**src/rtl/spds_pkg.sv**
```systemverilog
// Shared types and character codes for the s-expression paren depth scanner.
package spds_pkg;

  localparam logic [7:0] CH_HASH   = 8'h23;
  localparam logic [7:0] CH_BAR    = 8'h7C;
  localparam logic [7:0] CH_QUOTE  = 8'h22;
  localparam logic [7:0] CH_SEMI   = 8'h3B;
  localparam logic [7:0] CH_BSLASH = 8'h5C;
  localparam logic [7:0] CH_OPEN   = 8'h28;
  localparam logic [7:0] CH_CLOSE  = 8'h29;
  localparam logic [7:0] CH_NL     = 8'h0A;

  localparam int OUT_DEPTH_BITS = 16;

  typedef struct packed {
    logic [7:0] text_byte;
    logic       last_byte;
  } req_item_t;

  typedef struct packed {
    logic signed [OUT_DEPTH_BITS-1:0] depth;
    logic                             inside_string;
    logic                             inside_comment;
    logic                             needs_more;
  } rsp_item_t;

  typedef struct packed {
    logic string_mode;
    logic escape_pending;
    logic line_comment_mode;
    logic hash_pending;
    logic bar_pending;
  } scan_flags_t;

endpackage

```
**src/rtl/spds_step.sv**
```systemverilog
// Per-byte scanner update: next flags, depth and nesting, plus the result item.
module spds_step #(
  parameter int DEPTH_BITS = 16,
  parameter int NEST_BITS  = 8
) (
  input  spds_pkg::req_item_t          item,
  input  spds_pkg::scan_flags_t        flags,
  input  logic signed [DEPTH_BITS-1:0] paren_count,
  input  logic [NEST_BITS-1:0]         block_nesting,
  output spds_pkg::scan_flags_t        flags_next,
  output logic signed [DEPTH_BITS-1:0] paren_count_next,
  output logic [NEST_BITS-1:0]         block_nesting_next,
  output spds_pkg::rsp_item_t          result
);
  import spds_pkg::*;

  localparam int WIDE_BITS = (DEPTH_BITS > OUT_DEPTH_BITS) ? DEPTH_BITS : OUT_DEPTH_BITS;
  localparam logic signed [DEPTH_BITS-1:0] DEPTH_MAX = {1'b0, {(DEPTH_BITS-1){1'b1}}};
  localparam logic signed [DEPTH_BITS-1:0] DEPTH_MIN = {1'b1, {(DEPTH_BITS-1){1'b0}}};
  localparam logic [NEST_BITS-1:0]         NEST_MAX  = {NEST_BITS{1'b1}};
  localparam logic signed [WIDE_BITS-1:0]  SHOW_MAX  = WIDE_BITS'(32767);
  localparam logic signed [WIDE_BITS-1:0]  SHOW_MIN  = -WIDE_BITS'(32768);

  logic [7:0]                   c;
  scan_flags_t                  f;
  logic signed [DEPTH_BITS-1:0] p;
  logic [NEST_BITS-1:0]         n;
  logic signed [WIDE_BITS-1:0]  wide;
  logic signed [WIDE_BITS-1:0]  shown;

  assign c = item.text_byte;

  always_comb begin
    f = flags;
    p = paren_count;
    n = block_nesting;
    if (flags.line_comment_mode) begin
      if (c == CH_NL) f.line_comment_mode = 1'b0;
    end else if (block_nesting != '0) begin
      if (flags.hash_pending && c == CH_BAR) begin
        f.hash_pending = 1'b0;
        f.bar_pending  = 1'b0;
        if (n != NEST_MAX) n = n + 1'b1;
      end else if (flags.bar_pending && c == CH_HASH) begin
        f.hash_pending = 1'b0;
        f.bar_pending  = 1'b0;
        n = n - 1'b1;
      end else begin
        f.hash_pending = (c == CH_HASH);
        f.bar_pending  = (c == CH_BAR);
      end
    end else if (flags.string_mode) begin
      if (flags.escape_pending) f.escape_pending = 1'b0;
      else if (c == CH_BSLASH) f.escape_pending = 1'b1;
      else if (c == CH_QUOTE) f.string_mode = 1'b0;
    end else if (flags.hash_pending && c == CH_BAR) begin
      f.hash_pending = 1'b0;
      if (n != NEST_MAX) n = n + 1'b1;
    end else begin
      f.hash_pending = 1'b0;
      case (c)
        CH_QUOTE: f.string_mode = 1'b1;
        CH_SEMI:  f.line_comment_mode = 1'b1;
        CH_HASH:  f.hash_pending = 1'b1;
        CH_OPEN:  if (p != DEPTH_MAX) p = p + 1'b1;
        CH_CLOSE: if (p != DEPTH_MIN) p = p - 1'b1;
        default:  ;
      endcase
    end
  end

  // clamp a wide count to the 16-bit result range
  always_comb begin
    wide = WIDE_BITS'(p);
    if (wide > SHOW_MAX) shown = SHOW_MAX;
    else if (wide < SHOW_MIN) shown = SHOW_MIN;
    else shown = wide;
  end

  assign result.depth          = shown[OUT_DEPTH_BITS-1:0];
  assign result.inside_string  = f.string_mode;
  assign result.inside_comment = f.line_comment_mode || (n != '0);
  assign result.needs_more     = (p > 0);

  // drop all state after the last byte of an expression
  assign flags_next         = item.last_byte ? '0 : f;
  assign paren_count_next   = item.last_byte ? '0 : p;
  assign block_nesting_next = item.last_byte ? '0 : n;

endmodule

```
**src/rtl/sexpr_paren_depth_scanner_core.sv**
```systemverilog
// Top level of the s-expression paren depth scanner: input, state and result registers.
//
//   channel  signals                    payload      direction
//   req      req_valid / req_ready      req (byte)   into block
//   rsp      rsp_valid / rsp_ready      rsp (depth)  out of block
//
// One item per cycle sustained while results are taken; each item passes through
// the input register, then the result register. The scan state updates as an
// item moves into the result register. Reset (rst, synchronous) empties both
// registers and clears the scan state. A stalled result holds the result
// register; the input register still drains into it once it empties.
module sexpr_paren_depth_scanner_core #(
  parameter int DEPTH_BITS = 16,
  parameter int NEST_BITS  = 8
) (
  input  logic                clk,
  input  logic                rst,
  input  logic                req_valid,
  output logic                req_ready,
  input  spds_pkg::req_item_t req,
  output logic                rsp_valid,
  input  logic                rsp_ready,
  output spds_pkg::rsp_item_t rsp
);
  import spds_pkg::*;

  logic                         held_valid;
  req_item_t                    held;
  scan_flags_t                  flags;
  logic signed [DEPTH_BITS-1:0] paren_count;
  logic [NEST_BITS-1:0]         block_nesting;
  scan_flags_t                  flags_next;
  logic signed [DEPTH_BITS-1:0] paren_count_next;
  logic [NEST_BITS-1:0]         block_nesting_next;
  rsp_item_t                    result;
  logic                         advance;

  assign advance   = held_valid && (!rsp_valid || rsp_ready);
  assign req_ready = !held_valid || advance;

  spds_step #(
    .DEPTH_BITS(DEPTH_BITS),
    .NEST_BITS (NEST_BITS)
  ) u_step (
    .item              (held),
    .flags             (flags),
    .paren_count       (paren_count),
    .block_nesting     (block_nesting),
    .flags_next        (flags_next),
    .paren_count_next  (paren_count_next),
    .block_nesting_next(block_nesting_next),
    .result            (result)
  );

  always_ff @(posedge clk) begin
    if (rst) begin
      held_valid    <= 1'b0;
      rsp_valid     <= 1'b0;
      flags         <= '0;
      paren_count   <= '0;
      block_nesting <= '0;
    end else begin
      if (req_ready) held_valid <= req_valid;
      if (advance) begin
        rsp_valid     <= 1'b1;
        flags         <= flags_next;
        paren_count   <= paren_count_next;
        block_nesting <= block_nesting_next;
      end else if (rsp_ready) begin
        rsp_valid <= 1'b0;
      end
    end
  end

  always_ff @(posedge clk) begin
    if (req_valid && req_ready) held <= req;
    if (advance) rsp <= result;
  end

endmodule

```
**config.mk**
```make
export PLATFORM = sky130hd
export DESIGN_NAME = sexpr_paren_depth_scanner_core
export DESIGN_NICKNAME = d
export VERILOG_FILES = /design/src/rtl/spds_pkg.sv /design/src/rtl/spds_step.sv /design/src/rtl/sexpr_paren_depth_scanner_core.sv
export SDC_FILE = /design/constraint.sdc
export NUM_CORES = 1
export LEC_CHECK = 0
export ABC_CLOCK_PERIOD_IN_PS = 5200
export BUFFER_PORTS_ARGS = -buffer_cell sky130_fd_sc_hd__buf_2
export CAP_MARGIN = 20
export CORE_MARGIN = 3
export CORE_UTILIZATION = 40
export DETAILED_ROUTE_END_ITERATION = 10
export GPL_ROUTABILITY_DRIVEN = 0
export PLACE_DENSITY = 0.55
export REMOVE_ABC_BUFFERS = 1
export SYNTH_ARGS = -nofsm -noshare
export SYNTH_HDL_FRONTEND = slang
export SYNTH_SLANG_ARGS = --single-unit
```
**constraint.sdc**
```tcl
create_clock -name clk -period 5.2 [get_ports clk]
set_input_delay 0.52 -clock clk [delete_from_list [all_inputs] [get_ports clk]]
set_output_delay 0.52 -clock clk [all_outputs]
set_load 0.01 [all_outputs]
```
* Yosys cells after proc, flatten, opt, wreduce, memory -nomap -nowiden
Index checks and enable logic that the tools add are counted.
Cells by class: $add $sub $neg 4, order comparisons 3, eq/ne operators 14, mux-type cells 43, reductions and logical operators 17
Operators with widths (number):
- $mux W16 | 8
- $mux W8 | 8
- $eq A8 B6 Y1 const B | 5
- $ne A16 B16 Y1 const B | 2
- $pmux W16 S2 | 1
- $mux W1 | 19
- $add A16 B1 Y16 const B | 1
- $eq A8 B7 Y1 const B | 2
- $gt A16 B1 Y1 const B | 1
- $gt A16 B16 Y1 const B | 1
- $lt A16 B16 Y1 const B | 1
- $reduce_bool A8 Y1 | 2
- $sub A16 B1 Y16 const B | 1
- $mux W2 | 5
- $add A8 B1 Y8 const B | 1
- $eq A8 B4 Y1 const B | 1
- $ne A8 B8 Y1 const B | 1
- $sub A8 B1 Y8 const B | 1
- $reduce_and A3 Y1 | 2
- $reduce_bool A2 Y1 | 3
- $mux W5 | 1
- $logic_and A1 B1 Y1 | 4
- $ne A2 B2 Y1 const B | 2
- $reduce_and A4 Y1 | 1
- other kinds (4) | 7
Storage, ports and cells: bits in registers 59, bits of input ports 13, output and inout port bits 21

* Longest topological paths before layout
Gate-level depths: netlist of run 1.
depth in word-level cells 9, mapped depth 13

* Hierarchy
A second synthesis of run 1 with hierarchy kept.
Second synthesis, totals: cell total of the unflattened synthesis 523, area, all modules 4302.9 sq um
Modules (own cells, without submodules):
- sexpr_paren_depth_scanner_core | times used 1, cells an instance 164, area an instance 2255.9 sq um, seq. area each 1461.4 sq um
- spds_step | times used 1, cells an instance 359, area an instance 2047.0 sq um, seq. area each 0.0 sq um

* Worst setup path after synthesis of run 1
Ideal clock, no wire load.
path type reg2reg, from register block_nesting[1], to register rsp[0] (netlist name) (data pin), setup time 0.269 ns, arrival 2.837 ns, data required time 4.931 ns, setup slack 2.093 ns, stages on the path, launching flop included 13, path buffers 2, path through dfxtp_1 -> clkbuf_1 -> inv_1 -> ha_1 -> or4b_4 -> or3_1 -> buf_6 -> nor2_8 -> o21ai_0 -> xnor2_1 -> or4_1 -> nor4_1 -> a31oi_1
RTL lines:
- start, declared | line sexpr_paren_depth_scanner_core.sv:31 | logic [NEST_BITS-1:0] block_nesting;
- start signal, assigned | line sexpr_paren_depth_scanner_core.sv:68 | block_nesting <= block_nesting_next;
- end signal, assigned | line sexpr_paren_depth_scanner_core.sv:77 | if (advance) rsp <= result;
- end, declared | line sexpr_paren_depth_scanner_core.sv:23 | output spds_pkg::rsp_item_t rsp

==> run metrics, run 1 <==
count of antenna diodes in the layout 0; I/O pins 34; insertion delay of the later-clocked pin in the worst-skew pair 0.36 ns; category of the worst setup path launch point flop; sequential area share after synthesis 38.2%; CTS Hold Buffers Added 0; worst hold stages 1; vias after detailed routing approximately 3.8k; clock tree sinks 59; post-CTS sizing 0; final cell area excluding filler cells 0.00419 mm²; dominant cells by area after synthesis edfxtp_1 22%, dfxtp_1 16%, nor2_1 5.9%, a22oi_1 4.7%, nor3_1 3.4%; clock skew between 0.01 and 0.015 ns; clock buffer count from CTS 9; synthesized area per cell between 8 and 9 µm²; DRC violations left 0; drt initial violations 466; vias in the first global route 3514; height of the die around 100 µm; post-CTS setup buffer count 0; Async S/R FF share, synth 0%; run status completed; Synth top area share 22.0%; total of flip-flops plus latches after synthesis 59; number of buffers inserted by port buffering 33; H-tree lvl count 3; number of flops mapped to enable cells by yosys 28; slew at the pin closest to its max-slew limit 0.936 ns; Post-synth top flop dfxtp_1; clock slew at the register clock pins of the worst setup and hold paths 0.08 ns; area of the mapped netlist 0.00382 mm²; fraction of final layout cells with drive strength greater than 1 13.8%; Die W 104 µm; pre-CTS worst setup slack around 1.5 ns; first-pass GRT wire length 18900 µm; critical path data required time 5.29 ns; final-report hold violation count 0; clock root buffer master clkbuf_8; post-layout net count around 490; count of fill cells added during filler insertion 989; synth warn 0; number of distinct library cell variants in the gate-level netlist after synthesis 68; RSZ-0062 raised after global routing no; worst hold path class in2reg; Worst R2R Path Depth 10; length of the first detailed-routing pass in iterations 6; total chip power 977 µW; sum of negative setup slack 0 ns; Crit Path Max Fanout 12; number of pins with negative max-slew slack in the final report 0; overall routing resource usage 21.3%; area of the die 0.0108 mm²; cell count after synthesis about 460; kind of critical path reg2reg; CTS tree done; final routed wire length divided by cell count between 15 and 20 µm; count of max-cap constraint violations 0; Crit. End Element flop; HPWL reported at the end of detailed placement approximately 8000 µm; peak supply drop 0.129 mV; worst setup slack after layout 1.39 ns; FP Rows 35; post-layout minimum cycle time 3.81 ns; post-synth top area cell edfxtp_1; synthesis-to-layout area growth 9.69%; Pwr per Cell Area 233 mW/mm²; via count normalized by instance count 6.30; worst relative slew slack between 30 and 40%; final critical-path share of the clock period 73.2%; final wirelength between 10000 and 15000 µm; maximum root-to-sink buffer count 2; core footprint 0.00928 mm²; P_leak 1.46 nW; sum of overflow across all layers after global routing 0; largest net degree at the start of global routing 32; placed cell area 0.00400 mm²; Max Clk Rate 0.263 GHz; Worst EP arrival between 3 and 4 ns; number of endpoints failing setup at the final stage 0; final antenna-violating net count 0; Initial Utilization 41.2%; antenna violations before repair 0
cell type report:
type / count / area, µm² / share of cell area, %
Inverter: 10 / 37.5 / 0.895
Clock inverter: 7 / 68.8 / 1.64
Sequential cell: 59 / 1460 / 34.9
Tap cell: 129 / 161 / 3.85
Multi-Input combinational cell: 352 / 2160 / 51.5
Clock buffer: 9 / 124 / 2.95
Timing Repair Buffer: 35 / 180 / 4.30
synth_stat cells, types with 11 or more instances:
master and n:
dfxtp_1 31, o21ai_0 21, nand2_1 23, nor2_1 60, nor4_1 17, nand3_1 25
nor3_1 26, a22oi_1 24, edfxtp_1 28, or3_1 11, a21oi_1 23, clkbuf_1 31
sequential cells by signal, indices dropped and copies added (netlist names):
name and flops:
held 9, rsp 19, flags 5, rsp_valid 1, held_valid 1, paren_count 16
block_nesting 8
routing by layer:
metal  up-vias  share of wire (%)  global-route usage, %
met3        23                8.1                   4.67
met5         -                  0                      0
met1      1805                 47                   31.4
li1       1772                  -                      -
met2       184                 43                   31.1
met4         0                1.9                   6.17
placed cells by master (no fill, tap or decap), types with 4 or more instances in the layout:
cell type,n
or4_1,7
buf_2,33
and3_1,7
nor2b_1,4
dfxtp_1,31
a31oi_1,6
nand4_1,10
nor4_1,17
o21ai_0,21
edfxtp_1,28
or3_1,11
a22oi_1,24
nor2_1,60
a21oi_1,23
nand3_1,25
clkbuf_8,9
nor3b_1,4
xnor2_1,4
inv_1,10
o31ai_1,4
nor3_1,26
and2_1,4
nand2_1,23
ha_1,5
where the power goes:
part | leakage (nW) | switching (mW) | internal [mW] | total [mW]
combinational | 0.863 | 0.0327 | 0.0156 | 0.0482
clock | 0.0950 | 0.200 | 0.219 | 0.419
sequential | 0.505 | 0.00999 | 0.499 | 0.509
cells by family (layout without fill, tap and decap cells):
| kind of cell | count (synthesis) | in the layout | synth area share (%) |
|---|---|---|---|
| buffers and inverters | 48 | 61 | 5.27 |
| adders and majority gates | 5 | 5 | 1.64 |
| DFF | 59 | 59 | 38.2 |
| xor gates and xnor gates | 5 | 5 | 1.15 |
| and+or+nand+nor | 224 | 224 | 32.2 |
| muxes | 2 | 2 | 0.556 |
| AOI/OAI and AO/OA | 116 | 116 | 20.9 |
path summary, 6_finish.rpt:
kind | start | end | slack, ns
min reg2reg | flags[3] | flags[3] | 0.49
min | req[8] | held[8] | 0.34
max reg2reg | block_nesting[0] | rsp[0] | 1.39
max | block_nesting[0] | rsp[0] | 1.39
through the flow:
stage	hold WS [ns]	instances	utilization, %
2_1_floorplan	0.439	421	-
3_3_place_gp	0.475	585	43.1
3_5_place_dp	0.476	585	43.1
4_1_cts	0.337	601	45.2
6_report	0.345	601	45.2
5_1_grt	0.335	601	45.2
critical path, cell delays in order (launching register included):
cell and delay, ns:
dfxtp_1 0.36, inv_1 0.11, ha_1 0.18, or4b_4 0.49
nor3_1 0.39, nand3_1 0.49, o21a_1 0.32, nand3b_1 0.18
or4_1 0.59, nor4_1 0.30, a31oi_1 0.12
No activity file was read; power rests on OpenSTA's default activity.
==> run 2: changes to the inputs <==
--- a/config.mk
+++ b/config.mk
@@ -5,14 +5,15 @@
 export SDC_FILE = /design/constraint.sdc
 export NUM_CORES = 1
 export LEC_CHECK = 0
-export ABC_CLOCK_PERIOD_IN_PS = 5200
+export ABC_AREA = 1
+export ABC_CLOCK_PERIOD_IN_PS = 3350
 export BUFFER_PORTS_ARGS = -buffer_cell sky130_fd_sc_hd__buf_2
 export CAP_MARGIN = 20
 export CORE_MARGIN = 3
 export CORE_UTILIZATION = 40
 export DETAILED_ROUTE_END_ITERATION = 10
 export GPL_ROUTABILITY_DRIVEN = 0
-export PLACE_DENSITY = 0.55
+export PLACE_DENSITY = 0.57
 export REMOVE_ABC_BUFFERS = 1
 export SYNTH_ARGS = -nofsm -noshare
 export SYNTH_HDL_FRONTEND = slang
==> constraint.sdc (replaced) <==
create_clock -name clk -period 3.35 [get_ports clk]
set_input_delay 0.335 -clock clk [delete_from_list [all_inputs] [get_ports clk]]
set_output_delay 0.335 -clock clk [all_outputs]
set_load 0.01 [all_outputs]
==> run 2 against run 1 <==
Against the previous run:
- via count increased by 21%
- first-iteration DRC count is 29% lower
- register-to-register slack got worse by 0.72 ns
- highest routed layer unchanged
- clock-buffer cell count rose by 1
- largest cell class unchanged
- critical path depth rose by 1
- sequential share of layout area shrank 5.8 points
- largest power group is now the clock network
==> run metrics, run 2 <==
Max stage delay cell, worst path nor2_1; most frequent cells in the layout 243 x nand2_1, 77 x inv_1, 73 x nor2_1; area of the mapped netlist 0.00459 mm² (+20%); area of the die 0.0128 mm² (+19%); share of synthesized cell area in and, or, nand and nor gates 44.4% (+12 points); sum of negative setup slack 0 ns (unchanged); final antenna-violating net count 0 (unchanged); FP Rows 38 (+8.6%); insertion delay of the later-clocked pin in the worst-skew pair 0.33 ns (-0.03 ns); post-synth top area cell nand2_1; vias after detailed routing 4567 (+21%); first-pass GRT wire length 21200 µm (+12%); largest net degree at the start of global routing 32 (unchanged); slowest cell delay on critical path 0.60 ns (about the same); synthesis-to-layout area growth 9.68% (about the same); number of endpoints failing setup at the final stage 0 (unchanged); CTS Hold Buffers Added 0 (unchanged); most common cell in the synthesized netlist nand2_1; register with the most flip-flops rsp; post-CTS setup buffer count 0 (unchanged); count of fill cells added during filler insertion 1151 (+16%); flip-flop count of the largest register, all copies and words added 19 (unchanged); fraction of final layout cells with drive strength greater than 1 13.4% (-0.36 points); clock skew 0.00403 ns (-0.00991 ns); post-layout net count 744 (+53%); H-tree lvl count 3 (unchanged); sum of overflow across all layers after global routing 0 (unchanged); Synth top area share 19.9% (-2.1 points); maximum root-to-sink buffer count 2 (unchanged); length of the first detailed-routing pass in iterations 5 (-1); synth warn 0 (unchanged); post-CTS sizing 0 (unchanged); I/O pins 34 (unchanged); count of antenna diodes in the layout 0 (unchanged); number of flops mapped to enable cells by yosys 28 (unchanged); DRC violations left 0 (unchanged); count of max-cap constraint violations 0 (unchanged); Crit Path Max Fanout 11 (-1); mux cell area share after synthesis 0% (-0.56 points); Async S/R FF share, synth 0% (unchanged); final wirelength 12800 µm (+13%); dominant cells by area after synthesis nand2_1 20%, edfxtp_1 18%, dfxtp_1 14%, nand3_1 7.5%, inv_1 6.3%; via count normalized by instance count 5.24 (-17%); synthesized area per cell 6.44 µm² (-23%); P_leak 2.36 nW (+61%); number of pins with negative max-slew slack in the final report 0 (unchanged); worst hold path class in2reg; most common cell after layout, fill and taps aside nand2_1; final cell area excluding filler cells 0.00503 mm² (+20%); peak supply drop 0.235 mV (+83%); worst relative slew slack 42.2% (+4.8 points); final-report hold violation count 0 (unchanged); core footprint 0.0110 mm² (+19%); XOR/XNOR Fraction of Synth Area 2.10% (+0.95 points); Pwr per Cell Area 362 mW/mm² (+56%); RSZ-0062 raised after global routing no; drt initial violations 329 (-29%); Top cell by count, worst path nand2_1; Max Clk Rate 0.374 GHz (+42%); Die W 113 µm (+9.0%); Worst EP arrival 2.74 ns (-1.15 ns); run status completed; final routed wire length divided by cell count 14.7 µm (-22%); number of buffers inserted by port buffering 33 (unchanged); clock root buffer master clkbuf_16; slew at the pin closest to its max-slew limit 0.866 ns (-0.0705 ns); most instantiated cells after synthesis 243 x nand2_1, 77 x inv_1, 73 x nor2_1; adder-cell share of the synthesized area 1.36% (-0.27 points); Initial Utilization 41.6% (+0.43 points); overall routing resource usage 20.4% (-0.82 points); CTS tree done; placed cell area 0.00473 mm² (+18%); post-synthesis compound-gate area fraction 8.15% (-13 points); delay-heaviest family, CP simple AND/OR/NAND/NOR gates; vias in the first global route 4333 (+23%); category of the worst setup path launch point flop; kind of critical path reg2reg; number of distinct library cell variants in the gate-level netlist after synthesis 44 (-35%); post-layout minimum cycle time 2.67 ns (-1.13 ns); total of flip-flops plus latches after synthesis 59 (unchanged); cell count after synthesis 713 (+55%); height of the die 113 µm (+9.0%); antenna violations before repair 0 (unchanged); registers with the highest flip-flop counts rsp x19, paren_count x16, held x9; total chip power 1.82 mW (+87%); hold slack final 0.176 ns (-0.169 ns); clock tree sinks 59 (unchanged); combinational family with the most area after synthesis simple AND/OR/NAND/NOR gates; Post-synth top flop dfxtp_1; clock slew at the register clock pins of the worst setup and hold paths 0.05 ns (-0.03 ns); Crit. End Element flop; clock buffer count from CTS 9 (unchanged); Buf/Inv on CP 2 (+1); worst setup slack after layout 0.676 ns (-0.719 ns); pre-CTS worst setup slack 0.721 ns (-0.747 ns); critical path data required time 3.42 ns (-1.87 ns); HPWL reported at the end of detailed placement 9320 µm (+18%); sequential area share after synthesis 31.8% (-6.4 points); final critical-path share of the clock period 79.8% (+6.6 points); cell-by-cell listing of the critical path inv_1, ha_1, nand3_4, nor2_1, inv_1, nand3_1, nand2_1, nand2_1, nand2_1, nor2_1, nand3_1
run 2: changes by cell type after synthesis, sizes merged, moves of 9 or more:
cell,before,now
nand2,23,252
nand3,25,74
inv,10,87
a22oi,24,0
nor2,61,88
nor3,26,9
xor2,1,11
nand4,10,19
or3,11,0
clkbuf,31,11
a21oi,23,37
buf,7,22
nor4,18,3
run 2: layer usage:
| layer | vias up | track usage [%] | part of all wire [%] |
|---|---|---|---|
| li1 | 2296 | - | - |
| met3 | 28 | 3.69 | 7.4 |
| met5 | - | 0 | 0 |
| met2 | 191 | 32.8 | 47 |
| met4 | 0 | 9.62 | 2.3 |
| met1 | 2052 | 26.7 | 43 |
run 2: kinds of logic (layout without fill, tap and decap cells):
logic type | count (synthesis) | in the layout
AND/OR/NAND/NOR | 449 | 449
buffers and inverters | 122 | 140
AO/OA/AOI/OAI | 67 | 67
flip-flops | 59 | 59
XOR/XNOR | 11 | 11
adder cells (fa/ha/maj) | 5 | 5
run 2: worst paths after layout:
kind,start,to,slack (ns),cells after the start
setup / recovery,block_nesting[0],rsp[1],0.68,11
hold / removal,req[5],held[5],0.18,1
setup reg to reg,block_nesting[0],rsp[1],0.68,11
hold reg to reg,flags[1],flags[1],0.51,2
run 2: area by class of cell:
cell class,instances,area (µm²),area share (%)
multi-input cells,532,2570,51.0
flip-flops and latches,59,1460,29.0
inverters,89,345,6.86
clock buffers,10,239,4.75
repair buffers,35,180,3.58
well taps,140,175,3.48
clock inverters,6,63.8,1.27
run 2: power breakdown:
| group | leakage, nW | internal (mW) | total, mW | switching [mW] |
|---|---|---|---|---|
| clock | 0.145 | 0.595 | 0.939 | 0.344 |
| sequential | 0.507 | 0.779 | 0.791 | 0.0119 |
| combinational | 1.71 | 0.0283 | 0.0940 | 0.0657 |
run 2: metrics by stage:
stage,util [%],cells
3_5_place_dp,42.9,855
5_1_grt,45.6,871
2_1_floorplan,-,680
6_report,45.6,871
4_1_cts,45.6,871
3_3_place_gp,42.9,855
==> run 3: changes to the inputs <==
--- a/config.mk
+++ b/config.mk
@@ -5,15 +5,15 @@
 export SDC_FILE = /design/constraint.sdc
 export NUM_CORES = 1
 export LEC_CHECK = 0
-export ABC_AREA = 1
-export ABC_CLOCK_PERIOD_IN_PS = 3350
+export ABC_AREA = 0
+export ABC_CLOCK_PERIOD_IN_PS = 2780
 export BUFFER_PORTS_ARGS = -buffer_cell sky130_fd_sc_hd__buf_2
 export CAP_MARGIN = 20
 export CORE_MARGIN = 3
 export CORE_UTILIZATION = 40
 export DETAILED_ROUTE_END_ITERATION = 10
 export GPL_ROUTABILITY_DRIVEN = 0
-export PLACE_DENSITY = 0.57
+export PLACE_DENSITY = 0.55
 export REMOVE_ABC_BUFFERS = 1
 export SYNTH_ARGS = -nofsm -noshare
 export SYNTH_HDL_FRONTEND = slang
==> constraint.sdc (replaced) <==
create_clock -name clk -period 2.78 [get_ports clk]
set_input_delay 0.278 -clock clk [delete_from_list [all_inputs] [get_ports clk]]
set_output_delay 0.278 -clock clk [all_outputs]
set_load 0.01 [all_outputs]
==> run 3 against run 2 <==
Against the previous run:
- the flow now finishes with violations (setup timing)
- critical endpoint is now rsp[0]
- hold slack lost 0.063 ns
- die area decreased by 16%
- largest cell class unchanged
- sequential share of layout area down 1.0 points
- wire length up 1.5%
==> run metrics, run 3 (synthesized netlist as in run 1, its figures left out) <==
HPWL reported at the end of detailed placement 9460 µm (+1.4%); portion of total power attributed to the clock network 42.1% (-9.4 points); core footprint 0.00928 mm² (-16%); vias in the first global route 4171 (-3.7%); height of the die 104 µm (-8.3%); Crit Path Max Fanout 5 (-6); Max Clk Rate 0.339 GHz (-9.3%); length of the first detailed-routing pass in iterations 5 (unchanged); worst setup slack after layout -0.167 ns (-0.843 ns); number of pins with negative max-slew slack in the final report 0 (unchanged); synthesis-to-layout area growth 36.8%; Int Power 1.39 mW (-1.1%); relative contribution of combinational cells to total power 6.8% (+1.6 points); category of the worst setup path launch point flop; number of buffers inserted by port buffering 33 (unchanged); Worst EP arrival 3.03 ns (+0.29 ns); CTS Hold Buffers Added 0 (unchanged); placed cell area 0.00484 mm² (+2.3%); Max stage delay cell, worst path or4_4; number of endpoints failing setup at the final stage 4 (+4); clock tree sinks 59 (unchanged); worst min-delay path endpoint held[5]; peak supply drop 0.270 mV (+15%); H-tree lvl count 3 (unchanged); cell-by-cell listing of the critical path inv_2, ha_4, or4b_4, or3_4, nor2_8, o31ai_4, o2bb2ai_2, or4_4, nor4_2, a31oi_1; delay-heaviest family, CP simple AND/OR/NAND/NOR gates; area of the die 0.0108 mm² (-16%); Pwr per Cell Area 353 mW/mm² (-2.5%); RSZ-0062 raised after global routing yes; power spent charging and discharging nets 462 µW (+9.5%); via count normalized by instance count 6.02 (+15%); antenna violations before repair 0 (unchanged); kind of critical path reg2reg; worst hold stages 1 (unchanged); most frequent cells in the layout 116 x buf_4, 57 x nor2_1, 33 x buf_2; failing checks setup timing; maximum root-to-sink buffer count 2 (unchanged); endpoint of the worst register-to-register path rsp[0]; vias after detailed routing 4312 (-5.6%); Buf/Inv on CP 1 (-1); count of antenna diodes in the layout 0 (unchanged); first-pass GRT wire length 21300 µm (+0.39%); CTS tree done; registers with the highest flip-flop counts rsp x19, paren_count x16, held x9; post-layout net count 600 (-19%); largest net degree at the start of global routing 32 (unchanged); sum of overflow across all layers after global routing 0 (unchanged); slowest cell delay on critical path 0.54 ns (-0.06 ns); register with the most flip-flops rsp; final core utilization 56.3% (+11 points); clock root buffer master clkbuf_8; count of max-cap constraint violations 0 (unchanged); final cell area excluding filler cells 0.00523 mm² (+3.9%); P_leak 2.08 nW (-12%); Crit. End Element flop; FP Rows 35 (-7.9%); overall routing resource usage 24.1% (+3.6 points); Worst R2R Path Depth 10 (-1); setup slack on the worst flop-to-flop path -0.17 ns (-0.84 ns); reg-to-reg startpoint block_nesting[0]; worst hold path class in2reg; run status finished with violations; final antenna-violating net count 0 (unchanged); critical path data required time 2.86 ns (-0.56 ns); most common cell after layout, fill and taps aside buf_4; drt initial violations 575 (+75%); clock buffer count from CTS 9 (unchanged); worst relative slew slack 37.6% (-4.6 points); I/O pins 34 (unchanged); Die W 104 µm (-8.3%); sequential cell fraction of total power 51.1% (+7.7 points); clock slew at the register clock pins of the worst setup and hold paths 0.08 ns (+0.03 ns); flip-flop count of the largest register, all copies and words added 19 (unchanged); insertion delay of the later-clocked pin in the worst-skew pair 0.35 ns (+0.02 ns); fraction of final layout cells with drive strength greater than 1 34.8% (+21 points); post-layout minimum cycle time 2.95 ns (+0.273 ns); DRC violations left 0 (unchanged); final critical-path share of the clock period 106% (+26 points); clock skew 0.0224 ns (+0.0183 ns); Initial Utilization 41.2% (-0.43 points); fraction of power spent switching nets 25.0% (+1.9 points); slew at the pin closest to its max-slew limit 0.935 ns (+0.0696 ns); final-report hold violation count 0 (unchanged); final wirelength 13000 µm (+1.5%); final routed wire length divided by cell count 18.1 µm (+23%); Worst Hold Launch req[5]
-- run 3: changes by cell type in the layout (fill, tap and decap cells not counted), sizes merged, moves of 15 or more --
cell   delta
a22oi    +24
nand2   -229
buf     +115
inv      -78
nand3    -49
nor4     +15
nor3     +17
nor2     -27
-- run 3: power groups by stage --
stage          clock [mW]  sequential [mW]  combinational [mW]
3_5_place_dp            0            0.962               0.120
5_1_grt             0.829            0.946               0.136
6_report            0.779            0.943               0.126
2_1_floorplan           0            0.975              0.0352
4_1_cts             0.787            0.943               0.122
3_3_place_gp            0            0.962               0.118
-- run 3: layout make-up --
class | count | area [µm²]
Clock buffer | 10 | 128
Clock inverter | 6 | 56.3
Fill cell | 866 | 4050
Inverter | 10 | 37.5
Multi-Input combinational cell | 352 | 2330
Sequential cell | 59 | 1460
Tap cell | 129 | 161
Timing Repair Buffer | 150 | 1060
-- run 3: routing by layer --
layer | global-route usage, % | wire length (µm)
met5 | 0 | 0
met4 | 8.55 | 368
met3 | 4.30 | 1120
met2 | 38.2 | 5820
met1 | 33.0 | 5660
-- run 3: how the worst max path moves through the flow --
| stage | start | to | slack [ns] | depth (start not counted) |
|---|---|---|---|---|
| floorplan | block_nesting[0] | rsp[0] | -0.38 | 10 |
| detailed placement | held[3] | rsp[0] | -0.33 | 8 |
| global placement | block_nesting[0] | rsp[0] | -0.26 | 10 |
| CTS | block_nesting[1] | rsp[0] | -0.14 | 10 |
| global route | block_nesting[0] | rsp[0] | -0.29 | 11 |
| finish | block_nesting[0] | rsp[0] | -0.17 | 10 |
-- run 3: metrics by stage --
step                      hold slack [ns]  TNS, ns  setup WS (ns)  power [mW]  cells
after floorplan                     0.347   -0.382         -0.382        1.01    421
final                               0.113   -0.230         -0.167        1.85    716
after CTS                           0.103   -0.140         -0.140        1.85    715
after global routing                0.103   -0.674         -0.291        1.91    716
after global placement              0.455   -0.690         -0.260        1.08    695
after detailed placement            0.456    -1.15         -0.327        1.08    695
-- run 3: what timing repair did --
action                                  in CTS  in global routing
cloned                                       0                  0
buffers inserted                             4                  1
endpoints found under the setup margin       8                 15
resized for setup                           23                 14
pin swaps                                   12                  1
